<file path="config.mk">
export PLATFORM = sky130hd
export DESIGN_NAME = dptb_queue
export DESIGN_NICKNAME = d
export VERILOG_FILES = /design/src/dptb_queue.sv
export SDC_FILE = /design/constraint.sdc
export NUM_CORES = 1
export LEC_CHECK = 0
export ABC_CLOCK_PERIOD_IN_PS = 3200
export BUFFER_PORTS_ARGS = -buffer_cell sky130_fd_sc_hd__clkbuf_2
export CAP_MARGIN = 40
export CORE_UTILIZATION = 30
export CTS_CLUSTER_SIZE = 12
export DETAILED_ROUTE_END_ITERATION = 16
export PLACE_DENSITY_LB_ADDON = 0.08
export SLEW_MARGIN = 20
export SYNTH_ARGS = -nofsm -noshare
export SYNTH_HDL_FRONTEND = slang
export SYNTH_SLANG_ARGS = --single-unit
</file>
<file path="constraint.sdc">
create_clock -name i_clk -period 3.2 [get_ports i_clk]
set_clock_uncertainty 0.15 [all_clocks]
set_input_delay 0.48 -clock i_clk [delete_from_list [all_inputs] [get_ports i_clk]]
set_output_delay 0.48 -clock i_clk [all_outputs]
set_load 0.02 [all_outputs]
</file>
<file path="src/dptb_queue.sv">
module dptb_queue #(
    parameter int WIDTH = 8
) (
    input  logic             i_clk,
    input  logic             i_rst_n,
    input  logic             i_push_valid,
    output logic             o_push_ready,
    input  logic [WIDTH-1:0] i_push_data,
    output logic             o_pop_valid,
    input  logic             i_pop_ready,
    output logic [WIDTH-1:0] o_pop_data
);
    logic [WIDTH-1:0] r_slot [2];
    logic             r_wr;
    logic             r_rd;
    logic [1:0]       r_count;
    logic             push;
    logic             pop;

    assign o_push_ready = (r_count != 2'd2);
    assign o_pop_valid  = (r_count != 2'd0);
    assign o_pop_data   = r_slot[r_rd];
    assign push         = i_push_valid && o_push_ready;
    assign pop          = o_pop_valid && i_pop_ready;

    always_ff @(posedge i_clk) begin
        if (push) begin
            r_slot[r_wr] <= i_push_data;
        end
    end

    always_ff @(posedge i_clk) begin
        if (!i_rst_n) begin
            r_wr    <= 1'b0;
            r_rd    <= 1'b0;
            r_count <= 2'd0;
        end else begin
            if (push) begin
                r_wr <= ~r_wr;
            end
            if (pop) begin
                r_rd <= ~r_rd;
            end
            r_count <= r_count + 2'(push) - 2'(pop);
        end
    end

endmodule

</file>
==> impl_metrics.py <==
metrics = {
    "route": {
        "finalWirelength_um": 1177,
        "route.detailed.drc": 0,
        "route.detailed.wl_per_inst_um": 11.43,
        "final_antenna_violating_net_count": 0,
        "drt_pre_antenna_iters": 2,
        "vias": 431,
        "avgViaCountPerCell": 4.184,
        "detailedRoute.firstIterationViolations": 1,
    },
    "timing": {
        "fin_ws_ps": 1178,
        "grt_setup_unrepaired": "no",
        "final-hold-violation-count": 0,
        "setup_violations": 0,
        "timing.setup.tns_ps": 0,
        "finalMaxSlewViolations": 0,
        "tightestPinTransition_ps": 711.7,
        "max-slew-margin-rel": 0.5238,
        "max_freq_mhz": 494.5,
        "layout_min_cycle_time_ps": 2022,
        "final_min_period_over_clock_period": 0.6320,
    },
    "pwr": {
        "switching_share_of_total_power": 0.3141,
        "p_switching_uw": 233.0,
        "worst_ir_drop_vdd_mv": 0.3852,
        "power.sequential.fraction": 0.510,
        "int_pwr_uw": 508.6,
        "cellPowerDensity_nw_per_um2": 760.8,
        "power.static_leakage_uw": 0.0003894,
        "finalPower_uw": 741.6,
        "pwr-share-clk": 0.165,
        "comb_power_share": 0.325,
    },
    "synth": {
        "most_used_flip_flop_cell_after_synthesis": "edfxtp_1",
        "ys_seq_elements": 21,
        "gate_count_post_synth": 49,
        "synth_sequential_area_ratio": 0.7160,
        "synth_top_cells_by_count": "edfxtp_1, mux2_2, dfxtp_1",
        "synth.area.top_cells": "edfxtp_1, dfxtp_1, mux2_2",
        "synth_largest_area_cell": "edfxtp_1",
        "ys_async_sr_fraction": 0,
        "synth-edff-count": 16,
        "synth_cell_type_count": 16,
        "post_synth_design_cell_area_sq_um": 810.8,
        "synthMostInstantiatedCell": "edfxtp_1",
        "post-synth-top-area-fraction": 0.5926,
        "syn-mean-instance-area_sq_um": 16.55,
        "synth_fp_nets": 63,
        "ys_warn_count": 0,
    },
    "critical_path": {
        "cp_data_arrival_time_ps": 1390,
        "worstPathRequired_ps": 2570,
        "class_of_the_most_critical_setup_path": "reg2out",
        "timing.rr.end": "r_count[1]",
        "critical_path_endpoint_category": "output pin",
        "setup.worst_path.start_class": "register",
        "timing.rr.start": "r_count[0]",
        "timing.reg2reg.setup_slack_ps": 1430,
        "critical_path.endpoint": "o_pop_data[4]",
        "worst-path-max-fanout": 8,
        "reg2regPathDepth": 8,
    },
    "floorplanning": {
        "io_pins": 22,
        "die_x_um": 53.99,
        "area_of_the_die_sq_um": 2914,
        "fp.dieH_um": 53.99,
        "core-area_sq_um": 2522,
        "std_cell_rows": 18,
        "start_util": 0.3214,
    },
    "clock_tree": {
        "clock_insertion_delay_worst_skew_ps": 290,
        "clkSlewWorstSetupHoldPaths_ps": 110,
        "cts_tree": "yes",
        "cts_inserted_buffers": 3,
        "clk_root_buffer_cell": "clkbuf_4",
        "clock_tree.buffer_depth": 2,
        "htree_levels": 1,
        "clk_sink_count": 21,
        "cts.repair.resized": 0,
        "post-cts-setup-buffers": 0,
        "holdBufCountCts": 0,
    },
    "placement": {
        "placement.setup.worst_slack_ps": 1361,
        "final_gp_congestion": 0.6449,
        "port_buffers": 21,
    },
    "outcome": {
        "status": "completed",
    },
    "global_routing": {
        "grt_pass1_wl_um": 1745,
        "antenna_found_initial": 0,
        "grt_start_max_net_pins": 12,
        "globalRouteOverflowTotal": 0,
        "vias_in_the_first_global_route": 384,
        "groute.usage.overall": 0.09204,
    },
    "cells_and_area": {
        "drive_gt1_frac": 0.4658,
        "layout.filler_cells": 264,
        "design.final.nets": 88,
        "area_growth_pct": 20.22,
        "num_antenna_cells": 0,
    },
    "min_path": {
        "worstHoldPathType": "in2reg",
        "timing.hold.worst.start": "i_push_data[4]",
    },
    "flow_run": {
        "maxCapViolCount": 0,
    },
}
[final cells by class]
class                      count  area [sq um]  share of cell area
sequential                    21         580.6              0.5956
multi-input combinational     26         221.5              0.2272
timing repair buffer          21         105.1              0.1078
tap                           30         37.54             0.03851
clock buffer                   4         26.28             0.02696
inverter                       1         3.754            0.003851
[layout by cell type, fill, tap and decap left out]
master    synthesis  layout
and2_1            2       2
and3_1            1       1
clkbuf_1          0       1
clkbuf_2          0      21
clkbuf_4          0       3
dfxtp_1           5       5
edfxtp_1         16      16
ha_1              2       2
inv_1             1       1
mux2_2            8       8
mux2i_1           1       1
nand2_1           2       2
nand2b_1          2       2
nor2_1            1       1
nor2b_1           2       2
o21a_2            1       1
or2_2             1       1
xnor2_1           3       3
[flip-flops by register name, summed over array words and instances, names as in the netlist, named ones only]
signal and count:
r_rd 1, r_wr 1, r_slot 16, r_count 2
[per-stage QoR]
step,area (sq um),hold WS [ps],cells,util
2_1_floorplan,810.8,304.9,49,-
3_3_place_gp,948.4,322.6,99,0.3760
3_5_place_dp,948.4,334.2,99,0.3760
4_1_cts,974.7,200.4,103,0.3864
5_1_grt,974.7,197.5,103,0.3864
6_report,974.7,217.5,103,0.3864
[worst min path at each step]
stage,depth (start not counted),endpoint,slack [ps]
6_report,1,r_slot[0][4],220
3_5_place_dp,2,r_wr,330
4_1_cts,1,r_slot[0][5],200
2_1_floorplan,2,r_wr,300
5_1_grt,1,r_slot[0][4],200
3_3_place_gp,2,r_wr,320
[power groups by stage]
stage	Clock [uW]	Combinational [uW]	Sequential, uW
global route	144	270	385
CTS	135	248	380
finish	122	241	378
global placement	0	247	386
detailed placement	0	247	386
floorplan	0	195	368
[kinds of logic (layout without fill, tap and decap cells)]
group,count (synthesis),in the layout,share of synthesized area
xor gates and xnor gates,3,3,0.03241
and+or+nand+nor,11,11,0.07562
buffers and inverters,2,26,0.01079
adders and majority gates,2,2,0.03086
muxes,9,9,0.1235
AOI/OAI and AO/OA,1,1,0.01080
DFF,21,21,0.7161
[layer usage]
| layer | wire (um) | track usage | vias to the layer above |
|---|---|---|---|
| li1 | - | - | 221 |
| met1 | 527 | 0.1222 | 195 |
| met2 | 575 | 0.1255 | 15 |
| met3 | 74 | 0.03672 | 0 |
| met4 | 0 | 0.05128 | 0 |
| met5 | 0 | 0 | - |
[critical path, stage by stage, from the launching register on]
cell      delay (ps)
dfxtp_1          560
mux2_2           390
clkbuf_2         150
No activity file was read; power rests on OpenSTA's default activity.
