===== src/dptb_pkg.sv =====
package dptb_pkg;

    localparam int ADDR_W = 64;
    localparam int PAGE_W = 52;
    localparam int CNT_W  = 3;
    localparam int OP_W   = 2;

    localparam logic [OP_W-1:0] OP_LOOKUP = 2'd0;
    localparam logic [OP_W-1:0] OP_FILL   = 2'd1;
    localparam logic [OP_W-1:0] OP_EVICT  = 2'd2;
    localparam logic [OP_W-1:0] OP_NULL   = 2'd3;

    localparam logic [CNT_W-1:0] CNT_MAX      = 3'd7;
    localparam logic [CNT_W-1:0] THRESH_RESET = 3'd6;

endpackage


===== src/dptb_if.sv =====
interface dptb_in_if;
    logic                        valid;
    logic                        ready;
    logic [1:0]                  operation;
    logic [1:0]                  thread;
    logic [dptb_pkg::ADDR_W-1:0] instr_addr;
    logic [dptb_pkg::PAGE_W-1:0] page_number;
    logic [dptb_pkg::PAGE_W-1:0] fill_ppn;
    logic                        was_used;

    modport source (output valid, operation, thread, instr_addr, page_number, fill_ppn,
                    was_used, input ready);
    modport sink (input valid, operation, thread, instr_addr, page_number, fill_ppn,
                  was_used, output ready);
endinterface



===== src/dptb_front.sv =====
module dptb_front #(
    parameter int THREADS        = 4,
    parameter int IP_HASH_BITS   = 6,
    parameter int PAGE_HASH_BITS = 4
) (
    dptb_in_if.sink i_req,
    input  logic    i_busy,
    output logic    o_push_valid,
    input  logic    i_push_ready,
    output logic [dptb_pkg::OP_W + ((THREADS > 1) ? $clog2(THREADS) : 1) + IP_HASH_BITS
                  + PAGE_HASH_BITS + 2*dptb_pkg::PAGE_W : 0] o_push_cmd
);
    import dptb_pkg::*;

    localparam int TW     = (THREADS > 1) ? $clog2(THREADS) : 1;
    localparam int IP_CH  = (ADDR_W + IP_HASH_BITS - 1) / IP_HASH_BITS;
    localparam int IP_PAD = IP_CH * IP_HASH_BITS;
    localparam int PG_CH  = (PAGE_W + PAGE_HASH_BITS - 1) / PAGE_HASH_BITS;
    localparam int PG_PAD = PG_CH * PAGE_HASH_BITS;

    logic [IP_PAD-1:0]         ipx;
    logic [PG_PAD-1:0]         pgx;
    logic [IP_HASH_BITS-1:0]   hi;
    logic [PAGE_HASH_BITS-1:0] hp;
    logic [OP_W-1:0]           op;

    // xor fold of the zero-padded words
    always_comb begin
        ipx = IP_PAD'(i_req.instr_addr);
        pgx = PG_PAD'(i_req.page_number);
        hi  = '0;
        hp  = '0;
        for (int k = 0; k < IP_CH; k++) begin
            hi = hi ^ ipx[k*IP_HASH_BITS +: IP_HASH_BITS];
        end
        for (int k = 0; k < PG_CH; k++) begin
            hp = hp ^ pgx[k*PAGE_HASH_BITS +: PAGE_HASH_BITS];
        end
        if (32'(i_req.thread) >= THREADS) begin
            op = OP_NULL;
        end else begin
            op = i_req.operation;
        end
    end

    assign o_push_cmd   = {op, TW'(i_req.thread), hi, hp, i_req.page_number, i_req.fill_ppn,
                           i_req.was_used};
    assign o_push_valid = i_req.valid && !i_busy;
    assign i_req.ready  = i_push_ready && !i_busy;

endmodule


===== src/flat_wrapper.sv =====
// flat-port wrapper written by rule: the top's interface ports become plain ports
module dptb_front_flat import dptb_pkg::*;
#(
    parameter int THREADS        = 4,
    parameter int IP_HASH_BITS   = 6,
    parameter int PAGE_HASH_BITS = 4
)
  (i_busy, o_push_valid, i_push_ready, o_push_cmd, i_req_valid, i_req_operation, i_req_thread, i_req_instr_addr, i_req_page_number, i_req_fill_ppn, i_req_was_used, i_req_ready);
  dptb_in_if i_req_i ();
  input  logic i_busy;
  output logic o_push_valid;
  input  logic i_push_ready;
  output logic [dptb_pkg::OP_W + ((THREADS > 1) ? $clog2(THREADS) : 1) + IP_HASH_BITS
                  + PAGE_HASH_BITS + 2*dptb_pkg::PAGE_W : 0] o_push_cmd;
  input wire logic [$bits(i_req_i.valid)-1:0] i_req_valid;
  input wire logic [$bits(i_req_i.operation)-1:0] i_req_operation;
  input wire logic [$bits(i_req_i.thread)-1:0] i_req_thread;
  input wire logic [$bits(i_req_i.instr_addr)-1:0] i_req_instr_addr;
  input wire logic [$bits(i_req_i.page_number)-1:0] i_req_page_number;
  input wire logic [$bits(i_req_i.fill_ppn)-1:0] i_req_fill_ppn;
  input wire logic [$bits(i_req_i.was_used)-1:0] i_req_was_used;
  output wire logic [$bits(i_req_i.ready)-1:0] i_req_ready;
  assign i_req_i.valid = i_req_valid;
  assign i_req_i.operation = i_req_operation;
  assign i_req_i.thread = i_req_thread;
  assign i_req_i.instr_addr = i_req_instr_addr;
  assign i_req_i.page_number = i_req_page_number;
  assign i_req_i.fill_ppn = i_req_fill_ppn;
  assign i_req_i.was_used = i_req_was_used;
  assign i_req_ready = i_req_i.ready;
  dptb_front #(.THREADS(THREADS), .IP_HASH_BITS(IP_HASH_BITS), .PAGE_HASH_BITS(PAGE_HASH_BITS)) u_core (.i_req(i_req_i), .i_busy(i_busy), .o_push_valid(o_push_valid), .i_push_ready(i_push_ready), .o_push_cmd(o_push_cmd));
endmodule

===== config.mk =====
export PLATFORM = sky130hd
export DESIGN_NAME = dptb_front_flat
export DESIGN_NICKNAME = d
export VERILOG_FILES = /design/src/dptb_pkg.sv /design/src/dptb_if.sv /design/src/dptb_front.sv /design/src/flat_wrapper.sv
export SDC_FILE = /design/constraint.sdc
export NUM_CORES = 1
export LEC_CHECK = 0
export BUFFER_PORTS_ARGS = -buffer_cell sky130_fd_sc_hd__buf_4
export CORE_AREA = 4 4 114 116
export DETAILED_ROUTE_END_ITERATION = 12
export DIE_AREA = 0 0 118 120
export GPL_TIMING_DRIVEN = 0
export PLACE_DENSITY = 0.63
export SLEW_MARGIN = 20
export SYNTH_ARGS = -nofsm -noshare
export SYNTH_HDL_FRONTEND = slang
export SYNTH_SLANG_ARGS = --single-unit

===== constraint.sdc =====
create_clock -name vclk -period 1
set_input_delay 0.2 -clock vclk [all_inputs]
set_output_delay 0.2 -clock vclk [all_outputs]
set_load 0.03 [all_outputs]

==> results of run 1 <==
[layer usage]
layer	routed length (um)	share of wire	vias to the layer above	GRT usage
met2	3890	0.54	170	0.1754
met1	2319	0.32	882	0.09280
met3	999	0.14	0	0.03582
li1	-	-	984	-
met4	0	0	0	0
met5	0	0	-	0
[critical path: cells and delay by family]
family | cells | cell delay [ns]
xor+xnor | 3 | 0.83
buf+inv | 2 | 0.24
[placed cells by master (no fill, tap or decap)]
cell type	Yosys	final
buf_4	109	309
buf_6	0	39
buf_8	0	1
nor2b_1	2	2
xnor2_1	62	28
xnor2_2	0	27
xnor2_4	0	7
xnor3_1	18	5
xnor3_2	0	13
xor2_1	8	5
xor2_2	0	3
[cells by family after synthesis]
kind of cell              synth area share
buffers and inverters               0.4425
and+or+nand+nor                   0.006765
xor gates and xnor gates            0.5507
[timing repair]
item	4_1_cts	5_1_grt
resized for setup	61	17
pin swaps	33	16
buffers inserted	0	0
endpoints found under the setup margin	10	10
[layout make-up]
cell class | instances | area (um2) | share of cell area
multi-input combinational | 90 | 1404 | 0.3219
buffer | 109 | 818.3 | 0.1876
tap | 147 | 183.9 | 0.04217
timing repair buffer | 240 | 1956 | 0.4484
[path summary, 6_finish.rpt]
path	depth (start not counted)	slack, ns	endpoint
worst max-delay path	5	-0.48	o_push_cmd[107]
worst min-delay path	2	0.62	o_push_cmd[20]
[power by group]
| group | switching [uW] | internal [uW] | leakage [uW] | total, uW |
|---|---|---|---|---|
| clock | 0 | 0 | 0 | 0 |
| combinational | 1910 | 2360 | 0.00238 | 4270 |
| sequential | 0 | 0 | 0 | 0 |
[metrics by stage]
step | area, um2 | TNS [ns] | hold slack [ns] | utilization | power [uW]
2_1_floorplan | 1984 | -2.535 | 0.5096 | - | 2632
3_3_place_gp | 3970 | -4.766 | 0.6178 | 0.3333 | 3897
3_5_place_dp | 3970 | -4.916 | 0.6175 | 0.3333 | 3921
4_1_cts | 4260 | -4.504 | 0.6175 | 0.3577 | 4269
5_1_grt | 4362 | -4.733 | 0.6204 | 0.3662 | 4476
6_report | 4362 | -4.346 | 0.6168 | 0.3662 | 4273
==> results.json, run 1 <==
{
  "launch_point_of_the_critical_path": "i_req_page_number[46]",
  "failing_checks": "negative setup slack",
  "antenna_found_initial": 0,
  "postSynthAreaPerCell_um2": 9.293,
  "worst-setup-path-type": "input pin to output pin",
  "number_of_global_route_vias_before_repair": 2233,
  "cp_slowest_stage_delay_ns": 0.36,
  "coreArea_um2": 11910,
  "drv.max_cap_violation_count": 0,
  "largest_net_degree_at_the_start_of_global_routing": 3,
  "period_needed_ns": 1.479,
  "most_repeated_cell_in_the_gate_level_netlist_after_synthesis": "buf_4",
  "synthTopCellsByArea": "buf_4 44%, xnor2_1 29%, xnor3_1 22%",
  "yosys_warnings": 0,
  "synth_top_area_share": 0.4425,
  "layout.area.seq_um2": 0,
  "synth_nets": 375,
  "maxSlewViolCount": 0,
  "vdd_ir_drop_max_mv": 0.6544,
  "layout-area-overhead-vs-synth_pct": 135.9,
  "synth_cell_type_count": 5,
  "slowest_stage": "xnor3_1",
  "synth_top_area_cell": "buf_4",
  "slew_worst_pin_ns": 0.4577,
  "cell_count_after_synthesis": 199,
  "setup.worst_path.end_class": "output pin",
  "effective_utilization_at_floorplan": 0.1553,
  "diodes": 0,
  "detail-route-antenna-nets": 0,
  "chipWidth_um": 118,
  "num_rows": 40,
  "cts.hold.buffers_added": 0,
  "drc_errors": 0,
  "outcome": "finished with violations",
  "io_buf_count": 240,
  "period_share": 1.479,
  "final_critical_path_setup_slack_ns": -0.4791,
  "fillCellCount": 1191,
  "powerDensity_nw_per_um2": 979.6,
  "globalplace.congestion": 0.7712,
  "rsz0062_at_grt": "yes",
  "grtUsageTotal": 0.08851,
  "vias_per_cell": 3.474,
  "worst_ep_arrival_time_ns": 1.28,
  "path_max_fanout": 2,
  "clock_buffers": 0,
  "max_slew_margin": 0.6927,
  "number_of_sequential_cells_in_the_layout": 0,
  "fp.dieH_um": 120,
  "worstPathCellList": "buf_6, xnor3_1, xnor3_2, xnor2_4, buf_6",
  "placedCellCount": 586,
  "floorplan.die_area_um2": 14160,
  "timing.critical_path.mode_cell": "buf_6",
  "synth.cell_area_um2": 1849,
  "globalRoute.totalOverflow": 0,
  "dp_hpwl_um": 6420,
  "ports_placed_on_the_boundary": 297,
  "drt-total-wl_um": 7210,
  "timing.hold.worst.class": "input pin to output pin",
  "finalHoldViolations": 0,
  "drtIter0Drc": 15,
  "avgRoutedWirePerCell_um": 12.30,
  "min-delay-start": "i_req_fill_ppn[19]",
  "ys_seq_area_frac": 0,
  "setup_viol": 10,
  "drive_gt1_frac": 0.9089,
  "first_pass_grt_wire_length_um": 10780,
  "number_of_non_filler_instances_in_the_completed_layout": 586,
  "drt-pass1-iter-count": 2,
  "crit_required_ns": 0.80,
  "place_ws_ns": -0.6194,
  "clock.fmax_ghz": 0.6761,
  "nets": 617,
  "dr_total_vias": 2036,
  "setup.worst_path.start_class": "input pin",
  "synth_common_cells": "109 x buf_4, 62 x xnor2_1, 18 x xnor3_1",
  "power_leakage_uw": 0.002381
}
Power figures use the tool's default switching activity.
==> run 2, diff against run 1 <==
CORE_AREA = 4 4 113 115   (was 4 4 114 116)
DIE_AREA = 0 0 117 119   (was 0 0 118 120)
PLACE_DENSITY = 0.51   (was 0.63)
==> run 2 against run 1 <==
  * The run still ends with negative setup slack left
  * Clock-buffer cell count unchanged
  * Design area fell by 0.49%
  * Cell count stayed put
  * Global-route usage fell by 1.4 points
  * Critical endpoint is now o_push_cmd[108]
  * Largest power group unchanged
==> results.json, run 2 (same netlist as run 1, synthesis figures left out) <==
{
  "globalRoute.totalOverflow": 0,
  "chipWidth_um": 117,
  "max_slew_margin": 0.7108,
  "drc_errors": 0,
  "drt-pass1-iter-count": 4,
  "crit_required_ns": 0.80,
  "drv.max_cap_violation_count": 0,
  "drive_gt1_frac": 0.8998,
  "clock.fmax_ghz": 0.6694,
  "antenna_found_initial": 0,
  "dp_hpwl_um": 6147,
  "first_pass_grt_wire_length_um": 8894,
  "layout.area.seq_um2": 0,
  "coreArea_um2": 11810,
  "detail-route-antenna-nets": 0,
  "final_critical_path_setup_slack_ns": -0.4940,
  "nets": 617,
  "fillCellCount": 1173,
  "fp.dieH_um": 119,
  "setup_tns_ns": -4.282,
  "ports_placed_on_the_boundary": 297,
  "drt-total-wl_um": 6664,
  "floorplan.die_area_um2": 13920,
  "io_buf_count": 240,
  "place_ws_ns": -0.5676,
  "num_rows": 40,
  "maxSlewViolCount": 0,
  "diodes": 0,
  "worst_ep_arrival_time_ns": 1.29,
  "finish.utilization": 0.3675,
  "dr_total_vias": 2015,
  "failing_checks": "negative setup slack",
  "multi_input_combinational_cell_area_um2": 1401,
  "total_power_uw": 4261,
  "finalHoldViolations": 0,
  "period_needed_ns": 1.494,
  "vdd_ir_drop_max_mv": 1.032,
  "slew_worst_pin_ns": 0.4308,
  "drtIter0Drc": 17,
  "avgRoutedWirePerCell_um": 11.37,
  "setup.worst_path.end_class": "output pin",
  "timing.hold.worst.class": "input pin to output pin",
  "number_of_global_route_vias_before_repair": 2053,
  "powerDensity_nw_per_um2": 981.8,
  "cts.repair_timing.setup_buffer_count": 0,
  "setup.worst_path.start_class": "input pin",
  "path_max_fanout": 2,
  "vias_per_cell": 3.439,
  "largest_net_degree_at_the_start_of_global_routing": 3,
  "effective_utilization_at_floorplan": 0.1566,
  "outcome": "finished with violations",
  "period_share": 1.494,
  "power_leakage_uw": 0.002359,
  "setup_viol": 10,
  "clock_buffers": 0,
  "worst-setup-path-type": "input pin to output pin",
  "globalplace.congestion": 0.7278,
  "layout-area-overhead-vs-synth_pct": 134.7,
  "most_frequent_cells_in_the_layout": "315 x buf_4, 32 x buf_6, 31 x xnor2_1",
  "layout.cells.most_common": "buf_4",
  "grtUsageTotal": 0.07481,
  "number_of_sequential_cells_in_the_layout": 0,
  "rsz0062_at_grt": "yes"
}
==> run 2: final timing paths <==
kind | slack (ns) | to | cells after the start | start
setup / recovery | -0.49 | o_push_cmd[108] | 5 | i_req_page_number[47]
hold / removal | 0.62 | o_push_cmd[16] | 2 | i_req_fill_ppn[15]
==> run 2: critical path, cell delays in order <==
cell     delay [ns]
buf_6          0.09
xnor3_1        0.39
xnor3_2        0.31
xnor2_4        0.15
buf_6          0.15
==> run 2: where the power goes <==
group,total (uW),leakage (uW),internal (uW),switching [uW]
registers,0,0,0,0
clock network,0,0,0,0
logic,4260,0.00236,2370,1890
total,4260,0.00236,2370,1890
==> run 2: timing repair <==
item,4_1_cts,5_1_grt
endpoints found under the setup margin,10,10
pin swaps,22,12
resized for setup,50,22
hold buffers,0,0
==> run 2: final cells by class <==
type,instances,share of cell area
timing repair buffer,240,0.4462
tap,147,0.04238
multi-input combinational,90,0.3229
buffer,109,0.1885
==> run 2: through the flow <==
| step | hold WS [ns] | instances | instance area (um2) |
|---|---|---|---|
| 2_1_floorplan | 0.5096 | 199 | 1984 |
| 3_3_place_gp | 0.6177 | 586 | 3970 |
| 3_5_place_dp | 0.6171 | 586 | 3970 |
| 4_1_cts | 0.6169 | 586 | 4197 |
| 5_1_grt | 0.6199 | 586 | 4340 |
| 6_report | 0.6168 | 586 | 4340 |
==> run 2: routing by layer <==
metal	track usage	up-vias	part of all wire
met2	0.1515	163	0.53
met5	0	-	0
met1	0.07635	862	0.30
met3	0.02134	4	0.16
li1	-	986	-
met4	0.005735	0	0.0086
==> run 3, diff against run 2 <==
ABC_AREA = 1   (was default)
GPL_ROUTABILITY_DRIVEN = 0   (was default)
PLACE_DENSITY = 0.58   (was 0.51)
clock period = 1.3 ns   (was 1 ns; I/O delays follow)
==> run 3 against run 2 <==
  * Synthesized cell count up 150%
  * Wire length up 30%
  * Total power down 40%
  * Via count up 67%
  * Cell count up 52%
  * First-iteration DRC count rose to 4.6 times the previous value
  * Setup slack better by 0.31 ns
  * Worst hold slack better by 0.12 ns
  * The run still ends with negative setup slack left
  * Sequential cell count unchanged
  * Design area up 20%
  * Critical path depth up 5
==> results.json, run 3 <==
{
  "rsz0062_at_grt": "yes",
  "avgRoutedWirePerCell_um": 9.753,
  "outcome": "finished with violations",
  "route.top_layer_used": "met3",
  "period_needed_ns": 1.485,
  "yosys_warnings": 0,
  "io_buf_count": 240,
  "synth_common_cells": "194 x nand2_1, 109 x buf_4, 81 x inv_1",
  "most_frequent_cells_in_the_layout": "303 x buf_4, 141 x nand2_1, 59 x inv_1",
  "setup.worst_path.end_class": "output pin",
  "synthTopCellsByArea": "buf_4 32%, nand2_1 28%, inv_1 12%",
  "ys_seq_area_frac": 0,
  "cell_count_after_synthesis": 497,
  "fp.dieH_um": 119,
  "most_repeated_cell_in_the_gate_level_netlist_after_synthesis": "nand2_1",
  "number_of_non_filler_instances_in_the_completed_layout": 888,
  "period_share": 1.142,
  "coreArea_um2": 11810,
  "drt-total-wl_um": 8661,
  "number_of_global_route_vias_before_repair": 2939,
  "max_slew_margin": 0.8661,
  "largest_net_degree_at_the_start_of_global_routing": 5,
  "met1_length_um": 2882,
  "clock_buffers": 0,
  "detail-route-antenna-nets": 0,
  "worstPathCellList": "buf_8, or2_4, nand2_4, nand2_2, nand2_2, nand2_1, nand2_1, nor2_2, nor2_4, buf_6",
  "failing_checks": "negative setup slack",
  "grtUsageTotal": 0.1019,
  "drv.max_cap_violation_count": 0,
  "worst_ep_arrival_time_ns": 1.22,
  "timing.critical_path.max_delay_family": "simple AND/OR/NAND/NOR gates",
  "vias_per_cell": 3.787,
  "num_rows": 40,
  "drt-pass1-iter-count": 4,
  "effective_utilization_at_floorplan": 0.2191,
  "drtIter0Drc": 78,
  "globalRoute.totalOverflow": 0,
  "synth_nets": 673,
  "slew_worst_pin_ns": 0.2004,
  "synth_cell_type_count": 15,
  "worstPathBufferInverterCount": 2,
  "powerDensity_nw_per_um2": 494.0,
  "nets": 919,
  "first_pass_grt_wire_length_um": 12240,
  "diodes": 0,
  "synth_top_area_cell": "buf_4",
  "antenna_found_initial": 0,
  "cp_slowest_stage_delay_ns": 0.27,
  "place_ws_ns": -0.2488,
  "timing.hold.worst.class": "input pin to output pin",
  "setup_viol": 10,
  "worst-setup-path-type": "input pin to output pin",
  "dp_hpwl_um": 7803,
  "dr_total_vias": 3363,
  "met3WireLength_um": 981,
  "chipWidth_um": 117,
  "detailroute.wirelength.met2_um": 4797,
  "placedCellCount": 884,
  "synth.cell_area_um2": 2587,
  "power_leakage_uw": 0.003172,
  "drc_errors": 0,
  "maxSlewViolCount": 0,
  "drive_gt1_frac": 0.6464,
  "layout-area-overhead-vs-synth_pct": 100.5,
  "layout.cells.most_common": "buf_4",
  "crit_required_ns": 1.04,
  "synth_top_area_share": 0.3162,
  "slowest_stage": "or2_4",
  "path_max_fanout": 3,
  "clock.fmax_ghz": 0.6736,
  "setup.worst_path.start_class": "input pin",
  "ports_placed_on_the_boundary": 297,
  "final_critical_path_setup_slack_ns": -0.1845,
  "finalHoldViolations": 0,
  "number_of_sequential_cells_in_the_layout": 0,
  "postSynthAreaPerCell_um2": 5.206,
  "vdd_ir_drop_max_mv": 0.2834,
  "floorplan.die_area_um2": 13920,
  "layout.area.seq_um2": 0
}
run 3: kinds of logic (layout without fill, tap and decap cells):
| family | Yosys count | after routing | synth area share |
|---|---|---|---|
| buffers and inverters | 193 | 437 | 0.4381 |
| xor gates and xnor gates | 41 | 41 | 0.1388 |
| and+or+nand+nor | 261 | 261 | 0.4192 |
| AOI/OAI and AO/OA | 2 | 2 | 0.003869 |
run 3: final timing paths:
check | start | to | slack, ns | cells past startpoint
worst max-delay path | i_req_page_number[32] | o_push_cmd[105] | -0.18 | 10
worst min-delay path | i_req_fill_ppn[44] | o_push_cmd[45] | 0.74 | 2
run 3: power by group:
group	total (uW)	internal, uW	switching [uW]
registers	0	0	0
clock network	0	0	0
logic	2560	1240	1320
run 3: cell type report:
| class | count | area [um2] |
|---|---|---|
| Fill cell | 1273 | 6623 |
| Timing Repair Buffer | 244 | 2042 |
| Multi-Input combinational cell | 304 | 1824 |
| Buffer | 109 | 818.3 |
| Inverter | 84 | 320.3 |
| Tap cell | 147 | 183.9 |
run 3: stage by stage:
step | area [um2] | util | total power, uW | hold WS [ns] | setup TNS, ns
6_report | 5189 | 0.4393 | 2563 | 0.7365 | -1.088
5_1_grt | 5189 | 0.4393 | 2777 | 0.7404 | -1.941
3_5_place_dp | 4611 | 0.3904 | 2282 | 0.7375 | -1.674
4_1_cts | 4852 | 0.4108 | 2441 | 0.7373 | -1.212
3_3_place_gp | 4611 | 0.3904 | 2271 | 0.7366 | -1.583
2_1_floorplan | 2625 | - | 1434 | 0.6318 | 0
run 3: repair_timing:
item | 4_1_cts | 5_1_grt
setup endpoints to repair | 10 | 10
setup buffers | 4 | 0
gates resized for setup | 69 | 103
hold buffers | 0 | 0
pin swaps | 55 | 83
run 3: layer usage:
layer | track usage | vias to the layer above
li1 | - | 1830
met1 | 0.1077 | 1388
met2 | 0.2123 | 145
met3 | 0.01982 | 0
met4 | 0 | 0
met5 | 0 | -
